[src/rtl/core/assert_macros.svh]
// Assertion macros shared by the pulse channel RTL.
// Each macro expects clk and rst_n in the scope where it is used.
`ifndef ASSERT_MACROS_SVH
`define ASSERT_MACROS_SVH

// Same-cycle implication.
`define SQW_ASSERT_IMP(label, ante, cons, msg) \
  label: assert property (@(posedge clk) disable iff (!rst_n) (ante) |-> (cons)) \
    else $error(msg);

// Next-cycle implication.
`define SQW_ASSERT_NXT(label, ante, cons, msg) \
  label: assert property (@(posedge clk) disable iff (!rst_n) (ante) |=> (cons)) \
    else $error(msg);

`endif

[src/rtl/core/sqw_pkg.sv]
// Types, codes and constants for the square wave sound channel.
// No dependencies.
package sqw_pkg;

  localparam logic [2:0] OP_WRITE  = 3'd0;
  localparam logic [2:0] OP_TIMER  = 3'd1;
  localparam logic [2:0] OP_LENGTH = 3'd2;
  localparam logic [2:0] OP_ENV    = 3'd3;
  localparam logic [2:0] OP_SWEEP  = 3'd4;

  localparam logic [2:0] REG_SWEEP = 3'd0;
  localparam logic [2:0] REG_DUTY  = 3'd1;
  localparam logic [2:0] REG_ENV   = 3'd2;
  localparam logic [2:0] REG_FLO   = 3'd3;
  localparam logic [2:0] REG_FHI   = 3'd4;

  localparam logic [6:0] LEN_FULL = 7'd64;

  localparam logic [7:0] DUTY_WAVE [4] = '{8'h01, 8'h81, 8'h87, 8'h7E};

  typedef struct packed {
    logic [2:0] op;
    logic [2:0] reg_index;
    logic [7:0] write_byte;
  } sqw_item_t;

  typedef struct packed {
    logic [3:0] level;
    logic       channel_on;
  } sqw_result_t;

  // Next sweep frequency; bit 11 set means overflow past 2047.
  function automatic logic [11:0] sweep_calc(input logic [10:0] freq,
                                             input logic [2:0]  shift,
                                             input logic        falling);
    logic [11:0] delta;
    delta = {1'b0, freq >> shift};
    if (falling) begin
      sweep_calc = {1'b0, freq} - delta;
    end else begin
      sweep_calc = {1'b0, freq} + delta;
    end
  endfunction

endpackage

[src/rtl/core/sqw_in_if.sv]
// Request channel into the pulse channel: valid/ready plus item fields.
// No dependencies.
interface sqw_in_if;
  logic       valid;
  logic       ready;
  logic [2:0] op;
  logic [2:0] reg_index;
  logic [7:0] write_byte;

  modport source (output valid, output op, output reg_index, output write_byte,
                  input ready);
  modport sink (input valid, input op, input reg_index, input write_byte,
                output ready);
endinterface

[src/rtl/core/sqw_out_if.sv]
// Result channel out of the pulse channel: valid/ready plus level and enable.
// No dependencies.
interface sqw_out_if;
  logic       valid;
  logic       ready;
  logic [3:0] level;
  logic       channel_on;

  modport source (output valid, output level, output channel_on, input ready);
  modport sink (input valid, input level, input channel_on, output ready);
endinterface

[src/rtl/core/square_wave_sound_channel.sv]
// Pulse sound channel: length counter, volume envelope, optional frequency sweep.
// A request is held in the input register; its result is then registered in the output register.
// Throughput: one request per cycle while the sink takes results; input and output registers decouple the sides.
// Reset (synchronous, rst_n low): all channel state cleared, sweep unit present.
// Depends on sqw_pkg, sqw_in_if, sqw_out_if, sqw_in_stage, sqw_core, sqw_out_stage.
module square_wave_sound_channel (
  input  logic       clk,
  input  logic       rst_n,
  sqw_in_if.sink     in_if,
  sqw_out_if.source  out_if,
  input  logic       cfg_we,
  input  logic       cfg_wdata
);

  sqw_pkg::sqw_item_t   in_item;
  sqw_pkg::sqw_item_t   item;
  sqw_pkg::sqw_result_t result;
  sqw_pkg::sqw_result_t out_result;
  logic                 in_ready;
  logic                 item_valid;
  logic                 step;
  logic                 out_valid;

  assign in_item.op         = in_if.op;
  assign in_item.reg_index  = in_if.reg_index;
  assign in_item.write_byte = in_if.write_byte;
  assign in_if.ready        = in_ready;

  assign out_if.valid       = out_valid;
  assign out_if.level       = out_result.level;
  assign out_if.channel_on  = out_result.channel_on;

  sqw_in_stage u_in (
    .clk        (clk),
    .rst_n      (rst_n),
    .in_valid   (in_if.valid),
    .in_ready   (in_ready),
    .in_item    (in_item),
    .step       (step),
    .item_valid (item_valid),
    .item       (item)
  );

  sqw_core u_core (
    .clk       (clk),
    .rst_n     (rst_n),
    .cfg_we    (cfg_we),
    .cfg_wdata (cfg_wdata),
    .step      (step),
    .item      (item),
    .result    (result)
  );

  sqw_out_stage u_out (
    .clk        (clk),
    .rst_n      (rst_n),
    .item_valid (item_valid),
    .result     (result),
    .step       (step),
    .out_valid  (out_valid),
    .out_ready  (out_if.ready),
    .out_result (out_result)
  );

endmodule

[src/rtl/core/sqw_in_stage.sv]
// Input register for pulse channel requests.
// Depends on sqw_pkg.
module sqw_in_stage (
  input  logic                 clk,
  input  logic                 rst_n,
  input  logic                 in_valid,
  output logic                 in_ready,
  input  sqw_pkg::sqw_item_t   in_item,
  input  logic                 step,
  output logic                 item_valid,
  output sqw_pkg::sqw_item_t   item
);

  logic               valid_r;
  logic               valid_nxt;
  sqw_pkg::sqw_item_t item_r;

  assign in_ready   = !valid_r || step;
  assign item_valid = valid_r;
  assign item       = item_r;

  always_comb begin
    valid_nxt = valid_r;
    if (in_valid && in_ready) begin
      valid_nxt = 1'b1;
    end else if (step) begin
      valid_nxt = 1'b0;
    end
  end

  always_ff @(posedge clk) begin
    if (!rst_n) begin
      valid_r <= 1'b0;
    end else begin
      valid_r <= valid_nxt;
    end
  end

  always_ff @(posedge clk) begin
    if (in_valid && in_ready) begin
      item_r <= in_item;
    end
  end

endmodule

[src/rtl/core/sqw_core.sv]
// Channel state and per-request update: register writes, timer, length, envelope, sweep.
// Depends on sqw_pkg and assert_macros.svh.
`include "assert_macros.svh"

module sqw_core (
  input  logic                  clk,
  input  logic                  rst_n,
  input  logic                  cfg_we,
  input  logic                  cfg_wdata,
  input  logic                  step,
  input  sqw_pkg::sqw_item_t    item,
  output sqw_pkg::sqw_result_t  result
);

  logic        sweep_present_r;
  logic [10:0] tone_r, tone_nxt;
  logic [10:0] pcount_r, pcount_nxt;
  logic [2:0]  dstep_r, dstep_nxt;
  logic [1:0]  dsel_r, dsel_nxt;
  logic [6:0]  len_r, len_nxt;
  logic        len_on_r, len_on_nxt;
  logic        en_r, en_nxt;
  logic        dac_r, dac_nxt;
  logic [3:0]  vol_r, vol_nxt;
  logic [3:0]  env_reload_r, env_reload_nxt;
  logic        env_rising_r, env_rising_nxt;
  logic [2:0]  env_period_r, env_period_nxt;
  logic [2:0]  env_count_r, env_count_nxt;
  logic        env_active_r, env_active_nxt;
  logic [2:0]  sw_shift_r, sw_shift_nxt;
  logic        sw_falling_r, sw_falling_nxt;
  logic [2:0]  sw_period_r, sw_period_nxt;
  logic [2:0]  sw_count_r, sw_count_nxt;
  logic        sw_active_r, sw_active_nxt;
  logic [10:0] shadow_r, shadow_nxt;

  logic [7:0]  d;
  logic [10:0] tone_hi;
  logic [11:0] trig_calc;
  logic [11:0] sw_new;
  logic [11:0] sw_recheck;
  logic        wave_bit;

  assign d          = item.write_byte;
  assign tone_hi    = {d[2:0], tone_r[7:0]};
  assign trig_calc  = sqw_pkg::sweep_calc(tone_hi, sw_shift_r, sw_falling_r);
  assign sw_new     = sqw_pkg::sweep_calc(shadow_r, sw_shift_r, sw_falling_r);
  assign sw_recheck = sqw_pkg::sweep_calc(sw_new[10:0], sw_shift_r, sw_falling_r);

  always_comb begin
    tone_nxt       = tone_r;
    pcount_nxt     = pcount_r;
    dstep_nxt      = dstep_r;
    dsel_nxt       = dsel_r;
    len_nxt        = len_r;
    len_on_nxt     = len_on_r;
    en_nxt         = en_r;
    dac_nxt        = dac_r;
    vol_nxt        = vol_r;
    env_reload_nxt = env_reload_r;
    env_rising_nxt = env_rising_r;
    env_period_nxt = env_period_r;
    env_count_nxt  = env_count_r;
    env_active_nxt = env_active_r;
    sw_shift_nxt   = sw_shift_r;
    sw_falling_nxt = sw_falling_r;
    sw_period_nxt  = sw_period_r;
    sw_count_nxt   = sw_count_r;
    sw_active_nxt  = sw_active_r;
    shadow_nxt     = shadow_r;
    case (item.op)
      sqw_pkg::OP_WRITE: begin
        case (item.reg_index)
          sqw_pkg::REG_SWEEP: begin
            sw_shift_nxt   = d[2:0];
            sw_falling_nxt = d[3];
            sw_period_nxt  = d[6:4];
          end
          sqw_pkg::REG_DUTY: begin
            dsel_nxt = d[7:6];
            len_nxt  = sqw_pkg::LEN_FULL - {1'b0, d[5:0]};
          end
          sqw_pkg::REG_ENV: begin
            env_reload_nxt = d[7:4];
            env_rising_nxt = d[3];
            env_period_nxt = d[2:0];
            if (d[7:3] == 5'd0) begin
              dac_nxt = 1'b0;
              en_nxt  = 1'b0;
            end else begin
              dac_nxt = 1'b1;
            end
          end
          sqw_pkg::REG_FLO: begin
            tone_nxt = {tone_r[10:8], d};
          end
          sqw_pkg::REG_FHI: begin
            tone_nxt   = tone_hi;
            len_on_nxt = d[6];
            if (d[7]) begin
              en_nxt = dac_r;
              if (len_r == 7'd0) begin
                len_nxt = sqw_pkg::LEN_FULL;
              end
              pcount_nxt     = ~tone_hi;
              env_active_nxt = 1'b1;
              env_count_nxt  = env_period_r;
              vol_nxt        = env_reload_r;
              if (sweep_present_r) begin
                shadow_nxt    = tone_hi;
                sw_count_nxt  = sw_period_r;
                sw_active_nxt = (sw_period_r != 3'd0) || (sw_shift_r != 3'd0);
                if ((sw_shift_r != 3'd0) && trig_calc[11]) begin
                  en_nxt = 1'b0;
                end
              end
            end
          end
          default: begin
          end
        endcase
      end
      sqw_pkg::OP_TIMER: begin
        if (pcount_r == 11'd0) begin
          pcount_nxt = ~tone_r;
          dstep_nxt  = dstep_r + 3'd1;
        end else begin
          pcount_nxt = pcount_r - 11'd1;
        end
      end
      sqw_pkg::OP_LENGTH: begin
        if (len_on_r && (len_r != 7'd0)) begin
          len_nxt = len_r - 7'd1;
          if (len_r == 7'd1) begin
            en_nxt = 1'b0;
          end
        end
      end
      sqw_pkg::OP_ENV: begin
        if (env_active_r && (env_period_r != 3'd0)) begin
          if (env_count_r > 3'd1) begin
            env_count_nxt = env_count_r - 3'd1;
          end else begin
            env_count_nxt = env_period_r;
            if (env_rising_r && (vol_r != 4'd15)) begin
              vol_nxt = vol_r + 4'd1;
            end else if (!env_rising_r && (vol_r != 4'd0)) begin
              vol_nxt = vol_r - 4'd1;
            end else begin
              env_active_nxt = 1'b0;
            end
          end
        end
      end
      sqw_pkg::OP_SWEEP: begin
        if (sweep_present_r && sw_active_r && (sw_period_r != 3'd0)) begin
          if (sw_count_r > 3'd1) begin
            sw_count_nxt = sw_count_r - 3'd1;
          end else begin
            sw_count_nxt = sw_period_r;
            if (sw_new[11]) begin
              en_nxt = 1'b0;
            end else if (sw_shift_r != 3'd0) begin
              shadow_nxt = sw_new[10:0];
              tone_nxt   = sw_new[10:0];
              if (sw_recheck[11]) begin
                en_nxt = 1'b0;
              end
            end
          end
        end
      end
      default: begin
      end
    endcase
  end

  assign wave_bit          = sqw_pkg::DUTY_WAVE[dsel_nxt][~dstep_nxt];
  assign result.level      = (en_nxt && dac_nxt && wave_bit) ? vol_nxt : 4'd0;
  assign result.channel_on = en_nxt;

  always_ff @(posedge clk) begin
    if (!rst_n) begin
      sweep_present_r <= 1'b1;
    end else if (cfg_we) begin
      sweep_present_r <= cfg_wdata;
    end
  end

  always_ff @(posedge clk) begin
    if (!rst_n) begin
      tone_r       <= '0;
      pcount_r     <= '0;
      dstep_r      <= '0;
      dsel_r       <= '0;
      len_r        <= '0;
      len_on_r     <= 1'b0;
      en_r         <= 1'b0;
      dac_r        <= 1'b0;
      vol_r        <= '0;
      env_reload_r <= '0;
      env_rising_r <= 1'b0;
      env_period_r <= '0;
      env_count_r  <= '0;
      env_active_r <= 1'b0;
      sw_shift_r   <= '0;
      sw_falling_r <= 1'b0;
      sw_period_r  <= '0;
      sw_count_r   <= '0;
      sw_active_r  <= 1'b0;
      shadow_r     <= '0;
    end else if (step) begin
      tone_r       <= tone_nxt;
      pcount_r     <= pcount_nxt;
      dstep_r      <= dstep_nxt;
      dsel_r       <= dsel_nxt;
      len_r        <= len_nxt;
      len_on_r     <= len_on_nxt;
      en_r         <= en_nxt;
      dac_r        <= dac_nxt;
      vol_r        <= vol_nxt;
      env_reload_r <= env_reload_nxt;
      env_rising_r <= env_rising_nxt;
      env_period_r <= env_period_nxt;
      env_count_r  <= env_count_nxt;
      env_active_r <= env_active_nxt;
      sw_shift_r   <= sw_shift_nxt;
      sw_falling_r <= sw_falling_nxt;
      sw_period_r  <= sw_period_nxt;
      sw_count_r   <= sw_count_nxt;
      sw_active_r  <= sw_active_nxt;
      shadow_r     <= shadow_nxt;
    end
  end

  // Channel can only be enabled while the DAC is powered.
  `SQW_ASSERT_IMP(a_en_needs_dac, en_r, dac_r, "channel enabled with DAC off")
  // Length expiring on the last count turns the channel off.
  `SQW_ASSERT_NXT(a_len_expire,
    step && (item.op == sqw_pkg::OP_LENGTH) && len_on_r && (len_r == 7'd1),
    !en_r && (len_r == 7'd0), "length expiry did not disable channel")

endmodule

[src/rtl/core/sqw_out_stage.sv]
// Output register holding one result until the sink takes it.
// Depends on sqw_pkg and assert_macros.svh.
`include "assert_macros.svh"

module sqw_out_stage (
  input  logic                  clk,
  input  logic                  rst_n,
  input  logic                  item_valid,
  input  sqw_pkg::sqw_result_t  result,
  output logic                  step,
  output logic                  out_valid,
  input  logic                  out_ready,
  output sqw_pkg::sqw_result_t  out_result
);

  logic                 valid_r;
  logic                 valid_nxt;
  sqw_pkg::sqw_result_t result_r;

  assign step       = item_valid && (!valid_r || out_ready);
  assign out_valid  = valid_r;
  assign out_result = result_r;

  always_comb begin
    valid_nxt = valid_r;
    if (step) begin
      valid_nxt = 1'b1;
    end else if (out_ready) begin
      valid_nxt = 1'b0;
    end
  end

  always_ff @(posedge clk) begin
    if (!rst_n) begin
      valid_r <= 1'b0;
    end else begin
      valid_r <= valid_nxt;
    end
  end

  always_ff @(posedge clk) begin
    if (step) begin
      result_r <= result;
    end
  end

  // A nonzero level is only produced by an enabled channel.
  `SQW_ASSERT_IMP(a_level_needs_on, valid_r && (result_r.level != 4'd0),
    result_r.channel_on, "nonzero level with channel off")

endmodule
[src/flat_wrapper.sv]
// flat-port wrapper written by rule: the top's interface ports become plain ports
module square_wave_sound_channel_flat 
  (clk, rst_n, cfg_we, cfg_wdata, in_if_valid, in_if_op, in_if_reg_index, in_if_write_byte, in_if_ready, out_if_valid, out_if_level, out_if_channel_on, out_if_ready);
  sqw_in_if in_if_i ();
  sqw_out_if out_if_i ();
  input  logic clk;
  input  logic rst_n;
  input  logic cfg_we;
  input  logic cfg_wdata;
  input wire logic [$bits(in_if_i.valid)-1:0] in_if_valid;
  input wire logic [$bits(in_if_i.op)-1:0] in_if_op;
  input wire logic [$bits(in_if_i.reg_index)-1:0] in_if_reg_index;
  input wire logic [$bits(in_if_i.write_byte)-1:0] in_if_write_byte;
  output wire logic [$bits(in_if_i.ready)-1:0] in_if_ready;
  output wire logic [$bits(out_if_i.valid)-1:0] out_if_valid;
  output wire logic [$bits(out_if_i.level)-1:0] out_if_level;
  output wire logic [$bits(out_if_i.channel_on)-1:0] out_if_channel_on;
  input wire logic [$bits(out_if_i.ready)-1:0] out_if_ready;
  assign in_if_i.valid = in_if_valid;
  assign in_if_i.op = in_if_op;
  assign in_if_i.reg_index = in_if_reg_index;
  assign in_if_i.write_byte = in_if_write_byte;
  assign in_if_ready = in_if_i.ready;
  assign out_if_valid = out_if_i.valid;
  assign out_if_level = out_if_i.level;
  assign out_if_channel_on = out_if_i.channel_on;
  assign out_if_i.ready = out_if_ready;
  square_wave_sound_channel u_core (.clk(clk), .rst_n(rst_n), .in_if(in_if_i), .out_if(out_if_i), .cfg_we(cfg_we), .cfg_wdata(cfg_wdata));
endmodule
[config.mk]
export PLATFORM = sky130hd
export DESIGN_NAME = square_wave_sound_channel_flat
export DESIGN_NICKNAME = d
export VERILOG_FILES = /design/src/rtl/core/sqw_pkg.sv /design/src/rtl/core/sqw_in_if.sv /design/src/rtl/core/sqw_out_if.sv /design/src/rtl/core/square_wave_sound_channel.sv /design/src/rtl/core/sqw_in_stage.sv /design/src/rtl/core/sqw_core.sv /design/src/rtl/core/sqw_out_stage.sv /design/src/flat_wrapper.sv
export VERILOG_INCLUDE_DIRS = /design/src /design/src/rtl/core
export SDC_FILE = /design/constraint.sdc
export NUM_CORES = 1
export LEC_CHECK = 0
export BUFFER_PORTS_ARGS = -buffer_cell sky130_fd_sc_hd__clkbuf_2
export CORE_UTILIZATION = 40
export CTS_CLUSTER_DIAMETER = 30
export CTS_CLUSTER_SIZE = 8
export DETAILED_ROUTE_END_ITERATION = 8
export GPL_TIMING_DRIVEN = 0
export HOLD_SLACK_MARGIN = 0.03
export SYNTH_ARGS = -nofsm -noshare
export SYNTH_HDL_FRONTEND = slang
export SYNTH_SLANG_ARGS = --single-unit
[constraint.sdc]
create_clock -name clk -period 9.6 [get_ports clk]
set_input_delay 0.48 -clock clk [delete_from_list [all_inputs] [get_ports clk]]
set_output_delay 0.48 -clock clk [all_outputs]
set_load 0.01 [all_outputs]
==> impl_metrics.yaml, run 1 <==
power:
  power_density_nw_per_um2: 104
  sequentialPowerShare: 0.452
  p_int_w: 0.000673
  comb_power_share: 0.206
  swShare: 0.300
  max-vdd-ir-drop_mv: 0.0822
  clock_power_share: 0.342
  p_leak_nw: 3.54
  power_w: 0.000961
  power.switching_w: 0.000289
cts:
  insertion_delay_ns: 0.34
  clk_path_buf_depth: 2
  numCtsBuffers: 9
  path_clk_slew_ns: 0.07
  hold_buffers: 0
  h-tree-depth: 3
  cts_num_sinks: 97
  clk_root_buffer_cell: "clkbuf_16"
  cts_tree: "built"
synth:
  synth_top_family_by_area: "simple AND/OR/NAND/NOR gates"
  yosys.area.top_type: "dfxtp_1"
  synth_edf_count: 19
  syn_area_per_cell_um2: 7.71
  synth.distinct_cells: 90
  yosysWarnings: 0
  yosys.area_share.adder: 0.0684
  synthArstFlopShare: 0
  synth_nets: 1172
  synth_xor_xnor_area_share: 0.0411
  yosysSeqAreaShare: 0.250
  ys_ff_latch: 97
  ys.flop_type: "dfxtp_1"
  synthMuxAreaShare: 0.0771
  synth_area_leaders: "dfxtp_1, edfxtp_1, ha_1"
  synthCells: 1106
  syn-cell-area_um2: 8520
  synth-simple-area-share: 0.256
  synth_compound_area_frac: 0.243
  synth_top_area_frac: 0.183
floorplanning:
  dieHeight_um: 148
  die_w_um: 148
  coreArea_um2: 21000
  initial_utilization: 0.407
  die-area_um2: 21900
  io_pins: 27
  rows: 53
outcome:
  status: "complete, no violations"
timing:
  finalSetupViolCount: 0
  tightestPinTransition_ns: 1.24
  finalMaxSlewViolations: 0
  slew-limit-headroom: 0.164
  finalCriticalPeriod_ns: 8.76
  rsz0062_at_grt: "no"
  tns_ns: 0
  skew_ns: 0.0127
  fin_crit_sh: 0.913
  hold_violations: 0
  fmax_mhz: 114
detailed_routing:
  wl_met1_um: 12400
  wl_met3_um: 1660
  drt_wl_total_um: 27600
  ant_nets: 0
  top_layer: "met4"
  post-route-drc-count: 0
  drt-initial-drc-count: 716
  wl_per_cell_um: 19.4
  wl_met2_um: 12700
  vias: 8570
  first_pass_iters: 6
  vias_per_cell: 6.02
setup_path:
  path_max_fanout: 10
  r2r_cells: 33
  slowest_delay_ns: 0.59
  crit_required_ns: 9.68
  critPathCaptureType: "flop"
  cp.arrival_ns: 8.85
  cp_slowest_cell: "o41ai_1"
  cp-start-kind: "flop"
  path_class: "flop to flop"
final_layout:
  drive_above_1_share: 0.100
  fill_cells: 2199
  final_nets: 1211
  final_common_cell: "nor2_1"
  diodes: 0
  stdcell_count: 1424
  layout_common_cells: "nor2_1, nand2_1, a21oi_1"
  final_cell_area_um2: 9280
  syn2layout_area_growth_pct: 8.85
global_route:
  grt_pass1_wl_um: 43200
  overflow: 0
  antenna_found_initial: 0
  track_usage: 0.252
  grt_pass1_vias: 7803
  grt_max_degree: 16
placed_design:
  dp_hpwl_um: 20800
  gp_congestion: 0.923
  dpl_cell_area_um2: 9000
  io_buffers: 26
  placedCellCount: 1407
worst_hold_path:
  whs_path_depth: 1
  hold_path.class: "input port to flop"
flow_run:
  drv_cap: 0
==> critical path, delay by kind of cell (launching register included) <==
kind,cells,cell delay (ns)
AO/OA/AOI/OAI,17,4.55
flip-flops,1,0.31
AND/OR/NAND/NOR,6,1.06
adder cells (fa/ha/maj),4,1.30
buffers and inverters,5,1.11
XOR/XNOR,1,0.16
==> through the flow <==
stage / worst slack (ns) / hold WS (ns) / utilization
3_3_place_gp: 0.498 / 0.440 / 0.429
4_1_cts: 0.332 / 0.299 / 0.442
2_1_floorplan: 2.03 / 0.431 / -
5_1_grt: 0.211 / 0.297 / 0.443
3_5_place_dp: 0.322 / 0.445 / 0.429
6_report: 0.835 / 0.312 / 0.443
==> worst paths after layout <==
check                                   start                    endpoint  slack (ns)
setup / recovery  u_core.u_core.sw_shift_r[0]  u_core.u_out.out_result[3]        0.84
hold / removal            in_if_write_byte[7]         u_core.u_in.item[7]        0.31
setup reg to reg  u_core.u_core.sw_shift_r[0]  u_core.u_out.out_result[3]        0.84
hold reg to reg     u_core.u_core.pcount_r[8]   u_core.u_core.pcount_r[8]        0.45
==> repair_timing <==
| item | in CTS | in global routing |
|---|---|---|
| endpoints found under the setup margin | 0 | 6 |
| endpoints found under the hold margin | 0 | 0 |
| setup buffers | 0 | 1 |
| gates resized for setup | 0 | 1 |
==> logic make-up (layout without fill, tap and decap cells) <==
kind of cell	count (synthesis)	in the layout
simple gates	446	446
compound gates	316	316
buf+inv	105	148
flops	97	97
mux	56	56
fa+ha+maj	46	46
xor+xnor	40	40
==> power groups by stage <==
stage	Sequential, W	Combinational [W]	Clock (W)
floorplan	0.000440	0.000143	0
global placement	0.000443	0.000191	0
detailed placement	0.000443	0.000192	0
CTS	0.000434	0.000194	0.000335
global route	0.000435	0.000216	0.000351
finish	0.000435	0.000198	0.000329
==> cells in the mapped netlist (all sizes together) (4+ instances only) <==
cell type	instances
xnor2	15
mux4	7
nand2b	11
nand3	22
o22ai	8
buf	17
edfxtp	19
nor2	145
o31ai	5
a21o	8
a41oi	4
o211ai	8
a221oi	4
ha	45
inv	37
a21oi	104
o21ai	56
or2	7
o221ai	4
nor4	12
o21bai	5
or3	19
mux2i	42
and2	15
a22oi	9
o21a	6
nand3b	8
o41ai	4
nor2b	5
clkbuf	50
dfxtp	78
o211a	5
nand2	133
mux2	7
nor3	44
xor2	25
a2111oi	5
nand4	6
a311oi	5
nor3b	6
a211oi	31
a31oi	20
==> metal layers <==
metal	vias to the layer above	GRT usage
met5	-	0
met4	0	0.101
met3	71	0.0244
met2	338	0.409
met1	4042	0.343
li1	4119	-
==> final cells by class <==
type / count / area [um^2] / area share
well taps: 275 / 344 / 0.0371
clock buffers: 12 / 236 / 0.0255
clock inverters: 3 / 18.8 / 0.00202
inverters: 37 / 139 / 0.0150
multi-input cells: 904 / 5860 / 0.631
plain buffers: 68 / 409 / 0.0441
flip-flops and latches: 97 / 2130 / 0.230
repair buffers: 28 / 143 / 0.0154
==> state kept, by name, indices dropped and copies added, names as in the netlist, 2 cells and up <==
register / cells
u_core.u_core.pcount_r: 11
u_core.u_out.out_result: 5
u_core.u_core.sw_shift_r: 3
u_core.u_core.dsel_r: 2
u_core.u_core.env_period_r: 3
u_core.u_core.sw_period_r: 3
u_core.u_core.env_count_r: 3
u_core.u_core.vol_r: 4
u_core.u_core.dstep_r: 3
u_core.u_in.item: 14
u_core.u_core.len_r: 7
u_core.u_core.sw_count_r: 3
u_core.u_core.env_reload_r: 4
u_core.u_core.shadow_r: 11
u_core.u_core.tone_r: 11
Power figures use the tool's default switching activity.
==> run 2, diff against run 1 <==
--- a/config.mk
+++ b/config.mk
@@ -6,6 +6,7 @@
 export SDC_FILE = /design/constraint.sdc
 export NUM_CORES = 1
 export LEC_CHECK = 0
+export ABC_AREA = 1
 export BUFFER_PORTS_ARGS = -buffer_cell sky130_fd_sc_hd__clkbuf_2
 export CORE_UTILIZATION = 40
 export CTS_CLUSTER_DIAMETER = 30
==> run 2 against run 1 <==
Worst setup slack better by 2.0 ns; total power rose by 42%; final cell count up 6.3%; critical path type unchanged; non-clock buffer count fell by 29; highest routed layer unchanged; largest power group is now combinational logic; via count shrank 7.2%; utilization is 0.29 points higher; sequential power up 2%.
==> impl_metrics.yaml, run 2 <==
synth:
  synth_edf_count: 19
  synth.distinct_cells: 56
  synthArstFlopShare: 0
  ys.flop_type: "dfxtp_1"
  synth_top_area_frac: 0.197
  synth_nets: 1274
  synthCells: 1208
  synth_area_leaders: "dfxtp_1, nand2_1, inv_1"
  yosysWarnings: 0
  synth.most_common_cell: "nand2_1"
  syn_area_per_cell_um2: 6.57
  yosys.area.top_type: "dfxtp_1"
  yosysSeqAreaShare: 0.269
  synthTopCellsByCount: "nand2_1, inv_1, o21ai_0"
  syn-cell-area_um2: 7940
  ys_ff_latch: 97
global_route:
  overflow: 0
  grt_pass1_vias: 7293
  grt_max_degree: 18
  antenna_found_initial: 0
  track_usage: 0.238
  grt_pass1_wl_um: 37400
cts:
  clk_path_buf_depth: 2
  hold_buffers: 0
  cts_setup_buffers: 0
  path_clk_slew_ns: 0.07
  h-tree-depth: 3
  cts_num_sinks: 97
  cts_tree: "built"
  clk_root_buffer_cell: "clkbuf_16"
  ctsResizeCount: 0
  insertion_delay_ns: 0.35
  numCtsBuffers: 9
floorplanning:
  rows: 51
  die-area_um2: 20400
  initial_utilization: 0.408
  die_w_um: 143
  coreArea_um2: 19500
  dieHeight_um: 143
  io_pins: 27
timing:
  skew_ns: 0.0108
  fmax_mhz: 149
  hold_violations: 0
  rsz0062_at_grt: "no"
  fin_crit_sh: 0.699
  finalSetupViolCount: 0
  finalCriticalPeriod_ns: 6.72
  tns_ns: 0
  finalMaxSlewViolations: 0
  tightestPinTransition_ns: 1.02
  slew-limit-headroom: 0.313
detailed_routing:
  drt_wl_total_um: 23400
  vias_per_cell: 5.25
  ant_nets: 0
  first_pass_iters: 5
  drt-initial-drc-count: 607
  post-route-drc-count: 0
  wl_per_cell_um: 15.5
  vias: 7950
flow_run:
  drv_cap: 0
placed_design:
  gp_congestion: 0.930
  dp_hpwl_um: 18400
  io_buffers: 25
final_layout:
  layout_common_cells: "nand2_1, inv_1, o21ai_0"
  final_common_cell: "nand2_1"
  drive_above_1_share: 0.0897
  final_core_util: 0.446
  largest_reg_flops: 14
  fill_cells: 2056
  diodes: 0
  final_nets: 1310
  syn2layout_area_growth_pct: 9.25
setup_path:
  crit_top_cell: "nand2_1"
  path_max_fanout: 10
  cp_slowest_cell: "clkinv_1"
  crit_buf_inv: 6
  r2r_start: "u_core.u_core.sw_falling_r"
  slowest_delay_ns: 0.66
  cp.arrival_ns: 6.81
  critPathCaptureType: "flop"
  path_class: "flop to flop"
  critPathTopFamily: "simple AND/OR/NAND/NOR gates"
  cp-start-kind: "flop"
  cp-startpoint: "u_core.u_core.sw_falling_r"
  crit_required_ns: 9.69
worst_hold_path:
  hold_start: "in_if_write_byte[7]"
  hold_path.class: "input port to flop"
power:
  power_density_nw_per_um2: 157
  max-vdd-ir-drop_mv: 0.100
  p_leak_nw: 4.06
outcome:
  status: "complete, no violations"
==> run 2: cell types whose count changed after synthesis, sizes merged, moves of 17 or more <==
cell,delta
a211oi,-21
a21oi,-17
clkbuf,-30
inv,+144
mux2i,-38
nand2,+146
nand3,+69
nor2,-57
nor3,-22
o21ai,+77
or3,-18
==> run 2: cell families (layout without fill, tap and decap cells) <==
group,count (synthesis),in the layout,share of synthesized area
adder cells (fa/ha/maj),46,46,0.0734
buffers and inverters,226,267,0.116
AND/OR/NAND/NOR,497,497,0.272
flip-flops,97,97,0.269
AO/OA/AOI/OAI,294,294,0.213
XOR/XNOR,44,44,0.0514
multiplexers,4,4,0.00504
==> run 2: worst paths after layout <==
kind / to / depth (start not counted) / slack [ns]
hold / removal: u_core.u_in.item[7] / 1 / 0.30
setup reg to reg: u_core.u_out.out_result[1] / 38 / 2.88
hold reg to reg: u_core.u_core.env_reload_r[3] / 2 / 0.46
setup / recovery: u_core.u_out.out_result[1] / 38 / 2.88
==> run 2: through the flow <==
step,instance area [um^2],std cells,hold WS [ns],total power [W],setup slack (ns)
after floorplan,7940,1208,0.430,0.000894,4.34
after global placement,8400,1498,0.452,0.00102,2.82
after detailed placement,8400,1498,0.453,0.00102,2.90
after CTS,8670,1514,0.294,0.00136,2.87
after global routing,8670,1514,0.295,0.00147,2.22
final,8670,1514,0.299,0.00136,2.88
==> run 2: cell type report <==
cell class	instances	area, um^2	share of cell area
multi-input combinational	885	4890	0.563
tap	265	332	0.0382
inverter	184	693	0.0799
clock inverter	7	52.6	0.00606
sequential	97	2130	0.246
buffer	42	228	0.0263
clock buffer	9	225	0.0260
timing repair buffer	25	125	0.0144
==> run 2: metal layers <==
layer / track usage / vias up / part of all wire
met1: 0.318 / 3596 / 0.47
met4: 0.102 / 0 / 0.033
met3: 0.0292 / 48 / 0.049
met5: 0 / - / 0
li1: - / 4096 / -
met2: 0.386 / 210 / 0.45
==> run 2: power breakdown <==
part	internal [W]	switching [W]	leakage (nW)	total (W)
clock network	0.000178	0.000166	0.133	0.000344
registers	0.000430	0.0000150	0.816	0.000445
logic	0.000204	0.000367	3.11	0.000572
total	0.000812	0.000548	4.06	0.00136
==> run 3, diff against run 2 <==
==> constraint.sdc (replaced) <==
create_clock -name clk -period 5.95 [get_ports clk]
set_input_delay 0.2975 -clock clk [delete_from_list [all_inputs] [get_ports clk]]
set_output_delay 0.2975 -clock clk [all_outputs]
set_load 0.01 [all_outputs]
==> run 3 against run 2 <==
Register-to-register slack lost 2.6 ns; clock skew is essentially flat; die area is the same; worst setup slack lost 2.6 ns; sequential power grew 62%; non-clock buffer count grew 20; clock-buffer cell count is the same; fmax grew 18%; highest routed layer unchanged.
==> impl_metrics.yaml, run 3 (synthesized netlist as in run 2, its figures left out) <==
detailed_routing:
  wl_met2_um: 11000
  wl_met3_um: 1270
  vias_per_cell: 5.34
  wl_per_cell_um: 15.9
  ant_nets: 0
  drt-initial-drc-count: 618
  top_layer: "met4"
  drt_wl_total_um: 24400
  wl_met1_um: 11300
  post-route-drc-count: 0
  first_pass_iters: 5
  vias: 8186
timing:
  skew_ns: 0.0109
  finalMaxSlewViolations: 0
  finalSetupViolCount: 0
  worst_slack_ns: 0.247
  hold_violations: 0
  tightestPinTransition_ns: 1.01
  fmax_mhz: 175
  finalCriticalPeriod_ns: 5.70
  fin_crit_sh: 0.958
  whs_ns: 0.115
  slew-limit-headroom: 0.321
  rsz0062_at_grt: "yes"
setup_path:
  critPathCaptureType: "flop"
  path_class: "flop to flop"
  path_max_fanout: 5
  cp.arrival_ns: 5.79
  slowest_delay_ns: 0.40
  cp_slowest_cell: "fa_2"
  cp-start-kind: "flop"
  crit_top_cell: "nand2_1"
  crit_required_ns: 6.04
cts:
  cts_num_sinks: 97
  path_clk_slew_ns: 0.07
  insertion_delay_ns: 0.35
  h-tree-depth: 3
  cts_tree: "built"
  numCtsBuffers: 9
  hold_buffers: 0
  clk_root_buffer_cell: "clkbuf_16"
  clk_path_buf_depth: 2
placed_design:
  gp_congestion: 0.930
  dp_hpwl_um: 18400
  pre_cts_ws_ns: -0.750
  placedCellCount: 1498
  dpl_cell_area_um2: 8400
  io_buffers: 25
final_layout:
  final_cell_area_um2: 9350
  diodes: 0
  final_core_util: 0.481
  drive_above_1_share: 0.180
  largest_reg_flops: 14
  stdcell_count: 1534
  fill_cells: 1990
  final_common_cell: "nand2_1"
  final_nets: 1330
  syn2layout_area_growth_pct: 17.8
  layout_common_cells: "nand2_1, inv_1, o21ai_0"
global_route:
  overflow: 0
  grt_pass1_vias: 7310
  grt_pass1_wl_um: 37500
  grt_max_degree: 18
  track_usage: 0.239
  antenna_found_initial: 0
floorplanning:
  initial_utilization: 0.408
  coreArea_um2: 19500
  dieHeight_um: 143
  io_pins: 27
  die-area_um2: 20400
  die_w_um: 143
  rows: 51
worst_hold_path:
  hold_path.class: "input port to flop"
power:
  max-vdd-ir-drop_mv: 0.164
  p_leak_nw: 4.26
  power_density_nw_per_um2: 255
flow_run:
  drv_cap: 0
outcome:
  status: "complete, no violations"
==> run 3: cell count changes in the layout (fill, tap and decap cells not counted), sizes merged <==
cell    before  now
buf         22   40
clkbuf      54   56
==> run 3: what timing repair did <==
action                                  in CTS  in global routing
endpoints found under the setup margin       6                  6
buffers inserted                             2                 17
resized for setup                           12                130
endpoints found under the hold margin        0                  0
gates cloned                                 0                  2
pin swaps                                    2                 54
==> run 3: area by class of cell <==
| type | count | area, um^2 | area share |
|---|---|---|---|
| buffer | 41 | 233 | 0.0249 |
| clock buffer | 9 | 225 | 0.0241 |
| multi-input combinational | 885 | 5390 | 0.576 |
| inverter | 184 | 702 | 0.0750 |
| clock inverter | 7 | 52.6 | 0.00562 |
| sequential | 97 | 2130 | 0.228 |
| timing repair buffer | 46 | 284 | 0.0304 |
| tap | 265 | 332 | 0.0354 |
==> run 3: final timing paths <==
| path | start | end | slack [ns] | cells after the start |
|---|---|---|---|---|
| setup / recovery | u_core.u_core.sw_shift_r[0] | u_core.u_out.out_result[3] | 0.25 | 46 |
| hold / removal | in_if_write_byte[7] | u_core.u_in.item[7] | 0.12 | 1 |
| setup reg to reg | u_core.u_core.sw_shift_r[0] | u_core.u_out.out_result[3] | 0.25 | 46 |
| hold reg to reg | u_core.u_core.env_reload_r[3] | u_core.u_core.env_reload_r[3] | 0.46 | 2 |
==> run 3: worst max-delay path, delay by kind of cell (launching register included) <==
| family | cells | cell delay, ns |
|---|---|---|
| AND/OR/NAND/NOR | 29 | 2.49 |
| flip-flops | 1 | 0.36 |
| buffers and inverters | 6 | 0.55 |
| XOR/XNOR | 1 | 0.17 |
| adder cells (fa/ha/maj) | 4 | 1.17 |
| AO/OA/AOI/OAI | 6 | 0.70 |
==> run 3: power by group <==
group	internal, W	switching, W	leakage [nW]
Clock	0.000287	0.000267	0.133
Sequential	0.000694	0.0000252	0.817
Combinational	0.000422	0.000687	3.31
==> run 3: through the flow <==
step | total power [W] | TNS, ns
after floorplan | 0.00144 | 0
after global placement | 0.00164 | -4.62
after detailed placement | 0.00165 | -4.13
after CTS | 0.00222 | 0
after global routing | 0.00256 | -0.553
final | 0.00238 | 0
==> run 3: layer usage <==
metal | track usage | vias up
li1 | - | 4143
met1 | 0.318 | 3759
met2 | 0.385 | 238
met3 | 0.0295 | 46
met4 | 0.106 | 0
met5 | 0 | -
